==> src/rtl/wsd_pkg.sv <==
// Package for the WebSocket frame deframer: parse phases, item and result
// types, and the header constants of the frame format.
// Depends on nothing; wsd_parser, wsd_out_stage, the top level and the testbench use it.
`timescale 1ns / 1ps

package wsd_pkg;

	// Parse phase of the frame header.
	typedef enum logic [2:0] {
		PH_B0,
		PH_B1,
		PH_EXT,
		PH_KEY,
		PH_PAY
	} phase_t;

	// One raw frame byte as it arrives.
	typedef struct packed {
		logic [7:0] frame_byte;
		logic       frame_end;
	} item_t;

	// One header summary or one unmasked payload byte.
	typedef struct packed {
		logic        result_kind;
		logic        fin_flag;
		logic [3:0]  frame_opcode;
		logic        masked_flag;
		logic [63:0] declared_length;
		logic [7:0]  payload_byte;
		logic        header_truncated;
		logic        last_of_frame;
	} result_t;

	// Result kinds.
	localparam logic KIND_HEADER  = 1'b0;
	localparam logic KIND_PAYLOAD = 1'b1;

	// Header byte fields and length codes.
	localparam logic [7:0] FIN_MASK    = 8'h80;
	localparam logic [7:0] OPCODE_MASK = 8'h0f;
	localparam logic [7:0] LEN_MASK    = 8'h7f;
	localparam logic [6:0] LEN_EXT16   = 7'd126;
	localparam logic [6:0] LEN_EXT64   = 7'd127;

	// Byte counts of the extended length and masking key fields.
	localparam logic [3:0] EXT16_BYTES = 4'd2;
	localparam logic [3:0] EXT64_BYTES = 4'd8;
	localparam logic [3:0] KEY_BYTES   = 4'd4;

endpackage

==> src/rtl/wsd_stream_if.sv <==
// Valid/ready stream interface used for the byte input and the result output
// of the WebSocket frame deframer. The payload type is a parameter.
// Depends on nothing.
`timescale 1ns / 1ps

interface wsd_stream_if #(
	parameter type payload_t = logic
);
	logic     valid;
	logic     ready;
	payload_t data;

	modport source (output valid, output data, input ready);
	modport sink (input valid, input data, output ready);
endinterface

==> src/rtl/wsd_parser.sv <==
// Header parser and payload unmasker of the WebSocket frame deframer.
// Holds the parse state and forms at most one result per accepted byte.
// Depends on wsd_pkg.
`timescale 1ns / 1ps

module wsd_parser (
	input  logic            clk,
	input  logic            arst_n,
	input  logic            fire,
	input  wsd_pkg::item_t  item,
	output logic            res_valid,
	output wsd_pkg::result_t result
);

	wsd_pkg::phase_t phase_q, phase_d;
	logic [3:0]  left_q, left_d, left_dec;
	logic [63:0] acc_q, acc_d;
	logic [31:0] key_q, key_d;
	logic [1:0]  kidx_q, kidx_d;
	logic        fin_q, fin_d;
	logic [3:0]  op_q, op_d;
	logic        msk_q, msk_d;
	logic        hdr_done;
	logic        pay_hit;
	logic [7:0]  key_byte;
	logic [7:0]  b;
	logic        fend;

	assign b        = item.frame_byte;
	assign fend     = item.frame_end;
	assign left_dec = (left_q != 4'd0) ? left_q - 4'd1 : 4'd0;

	// Key byte for the current payload index, most significant byte first.
	always_comb begin
		case (kidx_q)
			2'd0:    key_byte = key_q[31:24];
			2'd1:    key_byte = key_q[23:16];
			2'd2:    key_byte = key_q[15:8];
			default: key_byte = key_q[7:0];
		endcase
	end

	// Next state and result for the byte at the input.
	always_comb begin
		phase_d   = phase_q;
		left_d    = left_q;
		acc_d     = acc_q;
		key_d     = key_q;
		kidx_d    = kidx_q;
		fin_d     = fin_q;
		op_d      = op_q;
		msk_d     = msk_q;
		hdr_done  = 1'b0;
		pay_hit   = 1'b0;

		unique case (phase_q)
			wsd_pkg::PH_B1: begin
				msk_d = (b & wsd_pkg::FIN_MASK) != 8'd0;
				acc_d = '0;
				if ((b[6:0] & wsd_pkg::LEN_MASK[6:0]) == wsd_pkg::LEN_EXT16) begin
					phase_d = wsd_pkg::PH_EXT;
					left_d  = wsd_pkg::EXT16_BYTES;
				end else if ((b[6:0] & wsd_pkg::LEN_MASK[6:0]) == wsd_pkg::LEN_EXT64) begin
					phase_d = wsd_pkg::PH_EXT;
					left_d  = wsd_pkg::EXT64_BYTES;
				end else begin
					acc_d = {57'd0, b[6:0]};
					if (msk_d) begin
						phase_d = wsd_pkg::PH_KEY;
						left_d  = wsd_pkg::KEY_BYTES;
					end else begin
						hdr_done = 1'b1;
					end
				end
			end
			wsd_pkg::PH_EXT: begin
				acc_d  = {acc_q[55:0], b};
				left_d = left_dec;
				if (left_dec == 4'd0) begin
					if (msk_q) begin
						phase_d = wsd_pkg::PH_KEY;
						left_d  = wsd_pkg::KEY_BYTES;
					end else begin
						hdr_done = 1'b1;
					end
				end
			end
			wsd_pkg::PH_KEY: begin
				key_d  = {key_q[23:0], b};
				left_d = left_dec;
				if (left_dec == 4'd0) begin
					hdr_done = 1'b1;
				end
			end
			wsd_pkg::PH_PAY: begin
				pay_hit = 1'b1;
				kidx_d  = kidx_q + 2'd1;
			end
			default: begin
				// First header byte; unused phase codes behave the same way.
				fin_d   = (b & wsd_pkg::FIN_MASK) != 8'd0;
				op_d    = 4'(b & wsd_pkg::OPCODE_MASK);
				msk_d   = 1'b0;
				acc_d   = '0;
				key_d   = '0;
				kidx_d  = '0;
				left_d  = '0;
				phase_d = wsd_pkg::PH_B1;
			end
		endcase

		// Header fields show the frame's values after this byte; a truncated header's length is set below.
		result.fin_flag         = fin_d;
		result.frame_opcode     = op_d;
		result.masked_flag      = msk_d;
		result.declared_length  = acc_d;
		result.result_kind      = wsd_pkg::KIND_HEADER;
		result.payload_byte     = 8'd0;
		result.header_truncated = 1'b0;
		result.last_of_frame    = fend;

		if (pay_hit) begin
			result.result_kind  = wsd_pkg::KIND_PAYLOAD;
			result.payload_byte = b ^ (msk_q ? key_byte : 8'd0);
		end else if (hdr_done) begin
			phase_d = wsd_pkg::PH_PAY;
			kidx_d  = '0;
			left_d  = '0;
		end else if (fend) begin
			// Frame ended inside the header: missing low bytes count as zero.
			result.header_truncated = 1'b1;
			if (phase_d == wsd_pkg::PH_EXT) begin
				result.declared_length = left_d[3] ? 64'd0 : (acc_d << {left_d[2:0], 3'b000});
			end else if (phase_d != wsd_pkg::PH_KEY) begin
				result.declared_length = 64'd0;
			end
		end

		res_valid = fire && (pay_hit || hdr_done || fend);

		// Any frame end returns the parser to the first header byte.
		if (fend) begin
			phase_d = wsd_pkg::PH_B0;
			left_d  = '0;
			acc_d   = '0;
			key_d   = '0;
			kidx_d  = '0;
			fin_d   = 1'b0;
			op_d    = '0;
			msk_d   = 1'b0;
		end
	end

	// Parse state register, updated on each accepted byte.
	always_ff @(posedge clk or negedge arst_n) begin
		if (!arst_n) begin
			phase_q <= wsd_pkg::PH_B0;
			left_q  <= '0;
			acc_q   <= '0;
			key_q   <= '0;
			kidx_q  <= '0;
			fin_q   <= 1'b0;
			op_q    <= '0;
			msk_q   <= 1'b0;
		end else if (fire) begin
			phase_q <= phase_d;
			left_q  <= left_d;
			acc_q   <= acc_d;
			key_q   <= key_d;
			kidx_q  <= kidx_d;
			fin_q   <= fin_d;
			op_q    <= op_d;
			msk_q   <= msk_d;
		end
	end

	// A byte that ends a frame leaves the parser waiting for a new header.
	a_end_resets: assert property (@(posedge clk) disable iff (!arst_n)
		fire && fend |=> phase_q == wsd_pkg::PH_B0)
		else $error("frame end did not return the parser to the first header byte");

	// Every byte in the payload phase yields a payload result.
	a_payload_result: assert property (@(posedge clk) disable iff (!arst_n)
		fire && phase_q == wsd_pkg::PH_PAY |->
		res_valid && result.result_kind == wsd_pkg::KIND_PAYLOAD)
		else $error("payload byte produced no payload result");

endmodule

==> src/rtl/wsd_out_stage.sv <==
// Output register with a skid register for the deframer's result stream.
// Lets a new byte be accepted while a result waits, until the skid register is full.
// Depends on wsd_pkg and wsd_stream_if.
`timescale 1ns / 1ps

module wsd_out_stage (
	input  logic             clk,
	input  logic             arst_n,
	input  logic             push,
	input  wsd_pkg::result_t push_data,
	output logic             space,
	wsd_stream_if.source     result_out
);

	logic             out_valid_q;
	logic             skid_valid_q;
	wsd_pkg::result_t out_data_q;
	wsd_pkg::result_t skid_data_q;
	logic             out_free;

	assign out_free         = !out_valid_q || result_out.ready;
	assign space            = !skid_valid_q;
	assign result_out.valid = out_valid_q;
	assign result_out.data  = out_data_q;

	// Valid flags of the output and skid registers.
	always_ff @(posedge clk or negedge arst_n) begin
		if (!arst_n) begin
			out_valid_q  <= 1'b0;
			skid_valid_q <= 1'b0;
		end else if (out_free) begin
			out_valid_q  <= skid_valid_q || push;
			skid_valid_q <= 1'b0;
		end else if (push) begin
			skid_valid_q <= 1'b1;
		end
	end

	// Result payload; the skid entry drains before any new result.
	always_ff @(posedge clk) begin
		if (out_free) begin
			out_data_q <= skid_valid_q ? skid_data_q : push_data;
		end else if (push) begin
			skid_data_q <= push_data;
		end
	end

	// The skid register is only filled behind a held output.
	a_skid_behind_out: assert property (@(posedge clk) disable iff (!arst_n)
		skid_valid_q |-> out_valid_q)
		else $error("skid register holds a result while the output is empty");

	// No result arrives while the skid register is occupied.
	a_no_overflow: assert property (@(posedge clk) disable iff (!arst_n)
		push |-> !skid_valid_q)
		else $error("result pushed into a full output stage");

	// A skid entry moves to the output when the receiver takes a result.
	a_skid_drains: assert property (@(posedge clk) disable iff (!arst_n)
		skid_valid_q && result_out.ready |=>
		out_valid_q && !skid_valid_q && out_data_q == $past(skid_data_q))
		else $error("skid entry was not moved to the output");

endmodule

==> src/rtl/websocket_frame_deframer.sv <==
// WebSocket frame deframer, receive side: header parse and payload unmask.
// Channels: frame_in carries one raw frame byte per request with frame_end
// on the frame's last byte; result_out carries one header summary per frame,
// then one unmasked payload byte per further frame byte.
// Header bytes before the end of the header give no result; a frame that
// ends inside its header gives a header summary with header_truncated set.
// A result is registered in the output stage before it appears on result_out.
// Throughput: one byte per cycle while the skid register is empty; the parse
// state is updated on each taken byte, and the output and skid registers let
// a byte be taken in the same cycle that a waiting result is held.
// Stall: when the receiver holds ready low, one more result is held in the
// skid register (header bytes that give no result are still taken), and
// then frame_in.ready drops until the receiver takes a result.
// Reset: arst_n clears the parse state to the first header byte and empties
// the output stage; no request is lost or repeated across a stall.
// Depends on wsd_pkg, wsd_stream_if, wsd_parser and wsd_out_stage.
`timescale 1ns / 1ps

module websocket_frame_deframer (
	input  logic         clk,
	input  logic         arst_n,
	wsd_stream_if.sink   frame_in,
	wsd_stream_if.source result_out
);

	logic             fire;
	logic             space;
	logic             res_valid;
	wsd_pkg::result_t result;
	wsd_pkg::item_t   item;

	assign item           = frame_in.data;
	assign frame_in.ready = space;
	assign fire           = frame_in.valid && space;

	// Parse state and result forming.
	wsd_parser u_parser (
		.clk       (clk),
		.arst_n    (arst_n),
		.fire      (fire),
		.item      (item),
		.res_valid (res_valid),
		.result    (result)
	);

	// Registered result output with skid.
	wsd_out_stage u_out_stage (
		.clk        (clk),
		.arst_n     (arst_n),
		.push       (res_valid),
		.push_data  (result),
		.space      (space),
		.result_out (result_out)
	);

endmodule

==> src/flat_wrapper.sv <==
// flat-port wrapper written by rule: the top's interface ports become plain ports
module websocket_frame_deframer_flat 
  (clk, arst_n, frame_in_valid, frame_in_data, frame_in_ready, result_out_valid, result_out_data, result_out_ready);
  wsd_stream_if #(.payload_t(wsd_pkg::item_t)) frame_in_i ();
  wsd_stream_if #(.payload_t(wsd_pkg::result_t)) result_out_i ();
  input  logic clk;
  input  logic arst_n;
  input wire logic [$bits(frame_in_i.valid)-1:0] frame_in_valid;
  input wire logic [$bits(frame_in_i.data)-1:0] frame_in_data;
  output wire logic [$bits(frame_in_i.ready)-1:0] frame_in_ready;
  output wire logic [$bits(result_out_i.valid)-1:0] result_out_valid;
  output wire logic [$bits(result_out_i.data)-1:0] result_out_data;
  input wire logic [$bits(result_out_i.ready)-1:0] result_out_ready;
  assign frame_in_i.valid = frame_in_valid;
  assign frame_in_i.data = frame_in_data;
  assign frame_in_ready = frame_in_i.ready;
  assign result_out_valid = result_out_i.valid;
  assign result_out_data = result_out_i.data;
  assign result_out_i.ready = result_out_ready;
  websocket_frame_deframer u_core (.clk(clk), .arst_n(arst_n), .frame_in(frame_in_i), .result_out(result_out_i));
endmodule
==> config.mk <==
export PLATFORM = sky130hd
export DESIGN_NAME = websocket_frame_deframer_flat
export DESIGN_NICKNAME = d
export VERILOG_FILES = /design/src/rtl/wsd_pkg.sv /design/src/rtl/wsd_stream_if.sv /design/src/rtl/wsd_parser.sv /design/src/rtl/wsd_out_stage.sv /design/src/rtl/websocket_frame_deframer.sv /design/src/flat_wrapper.sv
export SDC_FILE = /design/constraint.sdc
export NUM_CORES = 1
export LEC_CHECK = 0
export BUFFER_PORTS_ARGS = -buffer_cell sky130_fd_sc_hd__buf_2
export CAP_MARGIN = 20
export CORE_ASPECT_RATIO = 0.8
export CORE_MARGIN = 1.5
export CORE_UTILIZATION = 61
export DETAILED_ROUTE_END_ITERATION = 8
export PLACE_DENSITY = 0.8
export SLEW_MARGIN = 20
export SYNTH_ARGS = -nofsm -noshare
export SYNTH_HDL_FRONTEND = slang
export SYNTH_SLANG_ARGS = --single-unit
==> constraint.sdc <==
create_clock -name clk -period 12 [get_ports clk]
set_clock_uncertainty 0.1 [all_clocks]
set_input_delay 2.4 -clock clk [delete_from_list [all_inputs] [get_ports clk]]
set_output_delay 2.4 -clock clk [all_outputs]
set_load 0.02 [all_outputs]
Word level (Yosys, flattened, before mapping)
Cells that the tools add are included.

cells by class
  equal/unequal tests = 11
  add/sub/neg operators = 2
  reductions and logical operators = 19
  mux-type cells = 59
  shift-type cells = 1
  bitwise logic cells = 2

operator list
  cell                                                              count
  64-bit two-way mux                                                7
  64-bit one-hot mux with 3 select lines                            1
  81-bit two-way mux                                                1
  32-bit one-hot mux with 2 select lines                            1
  64-bit by 6-bit << shifter with 64-bit output                     1
  4-bit two-way mux                                                 11
  32-bit two-way mux                                                1
  3-bit two-way mux                                                 8
  8-bit one-hot mux with 3 select lines                             1
  1-bit two-way mux                                                 16
  8-bit two-way mux                                                 2
  4-bit one-hot mux with 4 select lines                             1
  7-bit == test (second input constant)                             2
  7-bit two-way mux                                                 2
  3-bit by 2-bit == test with 1-bit output (second input constant)  3
  3-bit one-hot mux with 3 select lines                             1
  3-bit OR reduction                                                3
  8-bit bitwise XOR                                                 1
  2-bit two-way mux                                                 3
  4-bit logical NOT                                                 1
  1-bit logical OR                                                  4
  2-bit one-hot mux with 2 select lines                             1
  2-bit AND reduction                                               2
  4-bit nonzero test                                                1
  17 further kinds                                                  19

word-level totals
  register bits after elaboration = 275
  logic and storage cells = 120
  output and inout port bits = 83
  bits of input ports = 13

Longest topological paths before layout
  depth after elaboration = 12
  gate-level depth with buffers = 14
  mapped depth without buffers = 9

By module
From an unflattened synthesis, not the netlist that was laid out.

unflattened totals
  cells, all modules = 1,176
  area, all modules = 14,103.5 sq um

by module, submodules not included
  module                    area each (sq um)  cells each  instances  seq. area each (sq um)
  wsd_parser                7,891.3            914         1          2,777.7
  wsd_out_stage             6,206.0            261         1          4,914.7
  websocket_frame_deframer  6.3                1           1          0.0

Least setup slack after synthesis
OpenSTA, ideal clock, no wires.

  path kind = input to register
  start point = input result_out_ready
  end point = register u_core.u_out_stage.skid_data_q[0] in the netlist's numbering (enable)
  setup slack = 0.809 ns
  setup time = 0.637 ns
  required time = 11.263 ns
  buffers on the path = 0
  arrival = 10.454 ns
  stages on the path = 2
  cells stage by stage = nand2b_1 nor3b_1

on the way
  word-level cells in the longest chain between the ends = 3

RTL lines
  what                                  line                 text
  from (decl)                           flat_wrapper.sv:13   input wire logic [$bits(result_out_i.ready)-1:0] result_out_ready;
  1-bit logical OR                      wsd_out_stage.sv:21  assign out_free = !out_valid_q || result_out.ready;
  1-bit NOT (no source line)            -
  2-bit AND reduction (no source line)  -
  to (signal assigned)                  wsd_out_stage.sv:44  skid_data_q <= push_data;
  to (decl)                             wsd_out_stage.sv:18  wsd_pkg::result_t skid_data_q;

No other way between the ends.
A chain may end at the register's enable or synchronous reset.

Worst setup path after layout
  start point = input frame_in_data[2]
  end point = register u_core.u_out_stage.out_data_q (netlist bit u_core.u_out_stage.result_out.data[70]), data pin

on the way
  word-level cells in the longest chain between the ends = 11
  elaborated cells between the ends (all ways) = 24
  classes of those cells = eq/ne (4); shift (1); mux (19)

RTL lines
  what                                                                                                                      line                                  text
  from (decl)                                                                                                               flat_wrapper.sv:9                     input wire logic [$bits(frame_in_i.data)-1:0] frame_in_data;
  7-bit == test                                                                                                             wsd_parser.sv:63                      end else if ((b[6:0] & wsd_pkg::LEN_MASK[6:0]) == wsd_pkg::LEN_EXT64) begin
  4-bit two-way mux, or another cell as far along                                                                           wsd_parser.sv:63
  4-bit two-way mux, or another cell as far along                                                                           wsd_parser.sv:60                      if ((b[6:0] & wsd_pkg::LEN_MASK[6:0]) == wsd_pkg::LEN_EXT16) begin
  4-bit one-hot mux with 4 select lines, or another cell as far along                                                       wsd_parser.sv:56                      unique case (phase_q)
  64-bit by 6-bit << shifter with 64-bit output / 3-bit by 2-bit inequality test with 1-bit output (equally long branches)  wsd_parser.sv:133, wsd_parser.sv:134
  64-bit two-way mux (on tied branches)                                                                                     wsd_parser.sv:133, wsd_parser.sv:134
  64-bit two-way mux                                                                                                        wsd_parser.sv:132                     if (phase_d == wsd_pkg::PH_EXT) begin
  64-bit two-way mux                                                                                                        wsd_parser.sv:129                     end else if (fend) begin
  64-bit two-way mux (*)                                                                                                    wsd_parser.sv:125                     end else if (hdr_done) begin
  64-bit two-way mux (*)                                                                                                    wsd_parser.sv:122                     if (pay_hit) begin
  81-bit two-way mux (*)                                                                                                    wsd_out_stage.sv:42                   out_data_q <= skid_valid_q ? skid_data_q : push_data;
  to (signal assigned)                                                                                                      wsd_out_stage.sv:42
  to (decl)                                                                                                                 wsd_out_stage.sv:17                   wsd_pkg::result_t out_data_q;

Every way passes the cells marked *; elsewhere a longest branch is shown, timed or not.

==> results.sh <==
export IMPL_cts_buffer_depth=3
export IMPL_avgRoutedWirePerCell_um=24.4
export IMPL_grt_usage_pct=33.4
export IMPL_cts_sinks=275
export IMPL_cts_htree_levels=1
export IMPL_design_area_sq_um=16300
export IMPL_synth_main_ff_cell="edfxtp_1"
export IMPL_end_kind="flop"
export IMPL_cts_resized=0
export IMPL_n_fill_cell=1691
export IMPL_slew_headroom_pct=23.0
export IMPL_synth_cell_type_count=72
export IMPL_drive_gt1_share_pct=20.2
export IMPL_synthesis_nets=1341
export IMPL_yosys_warnings=0
export IMPL_fin_crit_ns=5.44
export IMPL_core_area_sq_um=23400
export IMPL_cts_setup_buffers=0
export IMPL_rsz0062_at_grt="no"
export IMPL_place_ws_ns=6.11
export IMPL_worst_pin_slew_ns=1.15
export IMPL_max_freq_ghz=0.184
export IMPL_final_cells=1693
export IMPL_worstPathRequired_ns=12.19
export IMPL_cp_slowest_cell="a21o_1"
export IMPL_ant_nets=0
export IMPL_cts_hold_buf=0
export IMPL_cts_inserted_buffers=28
export IMPL_synth_edf_count=162
export IMPL_io_buffers=95
export IMPL_place_area_sq_um=15200
export IMPL_min_path_type="reg -> reg"
export IMPL_path_cells="buf_2 > nand4_1 > o211ai_1 > a21o_1 > mux2_2 > mux2i_1 > mux2i_1 > o21ai_0"
export IMPL_cp_common_cell="mux2i_1"
export IMPL_cellPowerDensity_nw_per_um2=182
export IMPL_finalCritPeriodShare_pct=45.3
export IMPL_worstSetupPathType="in -> reg"
export IMPL_critical_path_max_stage_delay_ns=0.84
export IMPL_finalHoldWorstSlack_ns=0.390
export IMPL_drt_iter0_drc=1799
export IMPL_leakagePower_nw=6.22
export IMPL_synthCells=1322
export IMPL_via_per_inst=6.95
export IMPL_outcome="completed"
export IMPL_max_cap_violations=0
export IMPL_grt_pass1_wl_um=64300
export IMPL_finalSetupViolCount=0
export IMPL_clk_pin_slew_ns=0.06
export IMPL_ys_seq_area_share_pct=52.9
export IMPL_first_global_vias=11100
export IMPL_cts_root_buf="clkbuf_16"
export IMPL_area_growth_pct=11.9
export IMPL_startpoint_type="primary input"
export IMPL_setup_slack_ns=6.56
export IMPL_antenna_found_initial=3
export IMPL_drt_wl_total_um=41200
export IMPL_drc=0
export IMPL_syn_avg_cell_area_sq_um=11.0
export IMPL_dieArea_sq_um=24800
export IMPL_routed_via_count=11800
export IMPL_syn_area_sq_um=14500
export IMPL_crit_arrival_ns=5.63
export IMPL_globalRouteOverflowTotal=0
export IMPL_core_rowCount=50
export IMPL_grt_start_max_net_pins=82
export IMPL_vdd_ir_drop_max_mv=0.131
export IMPL_start_util_pct=62.2
export IMPL_slew_violations=0
export IMPL_crit_buf_inv=1
export IMPL_cts_tree="built"
export IMPL_hold_violations=0
export IMPL_die_x_um=176
export IMPL_routabilityCongestion=0.921
export IMPL_ys_seq_elements=275
export IMPL_placed_cells=1639
export IMPL_num_io_pins=96
export IMPL_worstPathMaxFanout=20
export IMPL_hpwlAfterDp_um=25500
export IMPL_fin_setup_tns_ns=0
export IMPL_synthArstFlopShare_pct=41.1
export IMPL_clk_latency_ns=0.56
export IMPL_first_pass_iters=6
export IMPL_cp_top_family="compound AO/OA/AOI/OAI gates"
export IMPL_die_h_um=141
export IMPL_fin_nets=1376
==> layout by cell type (no fill, tap or decap), types with 10 or more instances in the layout <==
cell and count:
edfxtp_1 162, dfrtp_1 112, mux2_2 51, nand3_1 10, a31oi_1 24, clkbuf_16 30
a22oi_1 33, nor3_1 23, o211ai_1 13, mux4_2 19, a21oi_1 23, a22o_1 69
nand2_1 196, mux2i_1 49, o21ai_0 126, buf_4 27, inv_1 10, o31ai_1 24
buf_2 94, and2_1 11, and3_1 10, o22ai_1 21, nor2_1 58
==> sequential cells by signal, summed over array words and instances (netlist names) <==
register	flops
u_core.u_parser.op_q	4
u_core.u_parser.left_q	4
u_core.u_out_stage.result_out.data	81
u_core.u_parser.phase_q	3
u_core.u_out_stage.result_out.valid	1
u_core.u_parser.key_q	32
u_core.u_parser.msk_q	1
u_core.u_parser.kidx_q	2
u_core.u_parser.acc_q	64
u_core.u_out_stage.skid_data_q	81
u_core.u_out_stage.skid_valid_q	1
u_core.u_parser.fin_q	1
==> logic make-up after synthesis <==
group           synth area share (%)
fa+ha+maj                      0.516
xor+xnor                       0.602
simple gates                    10.6
flops                           52.9
mux                             10.3
compound gates                  21.5
buf+inv                         3.72
==> power breakdown <==
part | leakage [nW] | internal (mW) | total, mW | switching (mW)
Clock | 0.498 | 0.607 | 0.997 | 0.389
Combinational | 2.50 | 0.206 | 0.751 | 0.545
Sequential | 3.22 | 1.15 | 1.22 | 0.0707
Total | 6.22 | 1.96 | 2.97 | 1.00
==> area by class of cell <==
type	count	area (sq um)	area share [%]
Clock buffer	33	762	4.68
Multi-Input combinational cell	917	6380	39.2
Inverter	12	45.0	0.277
Sequential cell	275	7690	47.3
Clock inverter	19	290	1.78
Tap cell	312	390	2.40
Antenna cell	2	5.00	0.0307
Timing Repair Buffer	123	712	4.37
==> per-layer routing <==
metal	vias to the layer above	global-route usage, %	share of wire, %
li1	5125	-	-
met1	5771	49.9	41
met2	770	47.5	42
met3	106	10.0	14
met4	2	9.00	2.8
met5	-	0	0.032
==> worst paths after layout <==
kind	start	end	slack (ns)	depth (start not counted)
worst max-delay path	frame_in_data[2]	u_core.u_out_stage.result_out.data[70]$_DFFE_PN_	6.56	8
worst min-delay path	u_core.u_parser.key_q[27]$_DFFE_PN0P_	u_core.u_parser.key_q[27]$_DFFE_PN0P_	0.39	2
worst max register to register	u_core.u_parser.phase_q[0]$_DFFE_PN0P_	u_core.u_out_stage.result_out.data[70]$_DFFE_PN_	6.98	9
worst min register to register	u_core.u_parser.key_q[27]$_DFFE_PN0P_	u_core.u_parser.key_q[27]$_DFFE_PN0P_	0.39	2
max in group asynchronous	arst_n	u_core.u_parser.acc_q[58]$_DFFE_PN0P_	8.66	2
min in group asynchronous	arst_n	u_core.u_parser.key_q[9]$_DFFE_PN0P_	1.73	1
==> cell usage after synthesis (5+ instances only) <==
library cell    n  area (sq um)
mux2_2         51           574
a211oi_1        5          37.5
a21boi_0        6          45.0
o22ai_1        21           131
o31ai_1        24           180
xor2_1          7          61.3
a222oi_1        8          80.1
dfrtp_1       113          2830
buf_2          18          90.1
mux4_2         19           428
o311ai_0        9          78.8
a22oi_1        33           248
a31oi_1        24           150
o2bb2ai_1       7          61.3
nand2b_1       10          62.6
clkbuf_1       83           312
and2_1         11          68.8
and3_1         10          62.6
nand2_1       197           739
mux2i_1        49           490
o32ai_2         9           146
a221oi_1        6          52.6
nor3_1         23           115
edfxtp_1      162          4860
nor2_1         60           225
o31a_1          8          70.1
o22a_1          6          52.6
a22o_1         69           604
o21a_1          6          45.0
a32o_1          7          70.1
o211ai_1       13          97.6
o21ai_0       126           631
nor3b_1         6          45.0
inv_1          10          37.5
buf_1          12          45.0
nand3_1        10          50.1
a21oi_1        24           120
ha_1            6          75.1
==> per-stage QoR <==
stage	utilization, %	total power [mW]
3_3_place_gp	64.9	1.94
2_1_floorplan	-	1.69
4_1_cts	69.5	2.96
3_5_place_dp	65.0	1.96
5_1_grt	69.6	3.06
6_report	69.6	2.97
==> worst reg2reg max path, stage by stage, from the launching register on <==
cell and delay (ns):
dfrtp_1 0.97, nand2b_1 0.24, or2_2 0.47, inv_2 0.32, nor2_1 0.61, a21o_1 0.85, mux2_2 0.43, mux2i_1 0.21
mux2i_1 0.13, o21ai_0 0.43
Note: power is estimated with default switching activity, not from simulation.
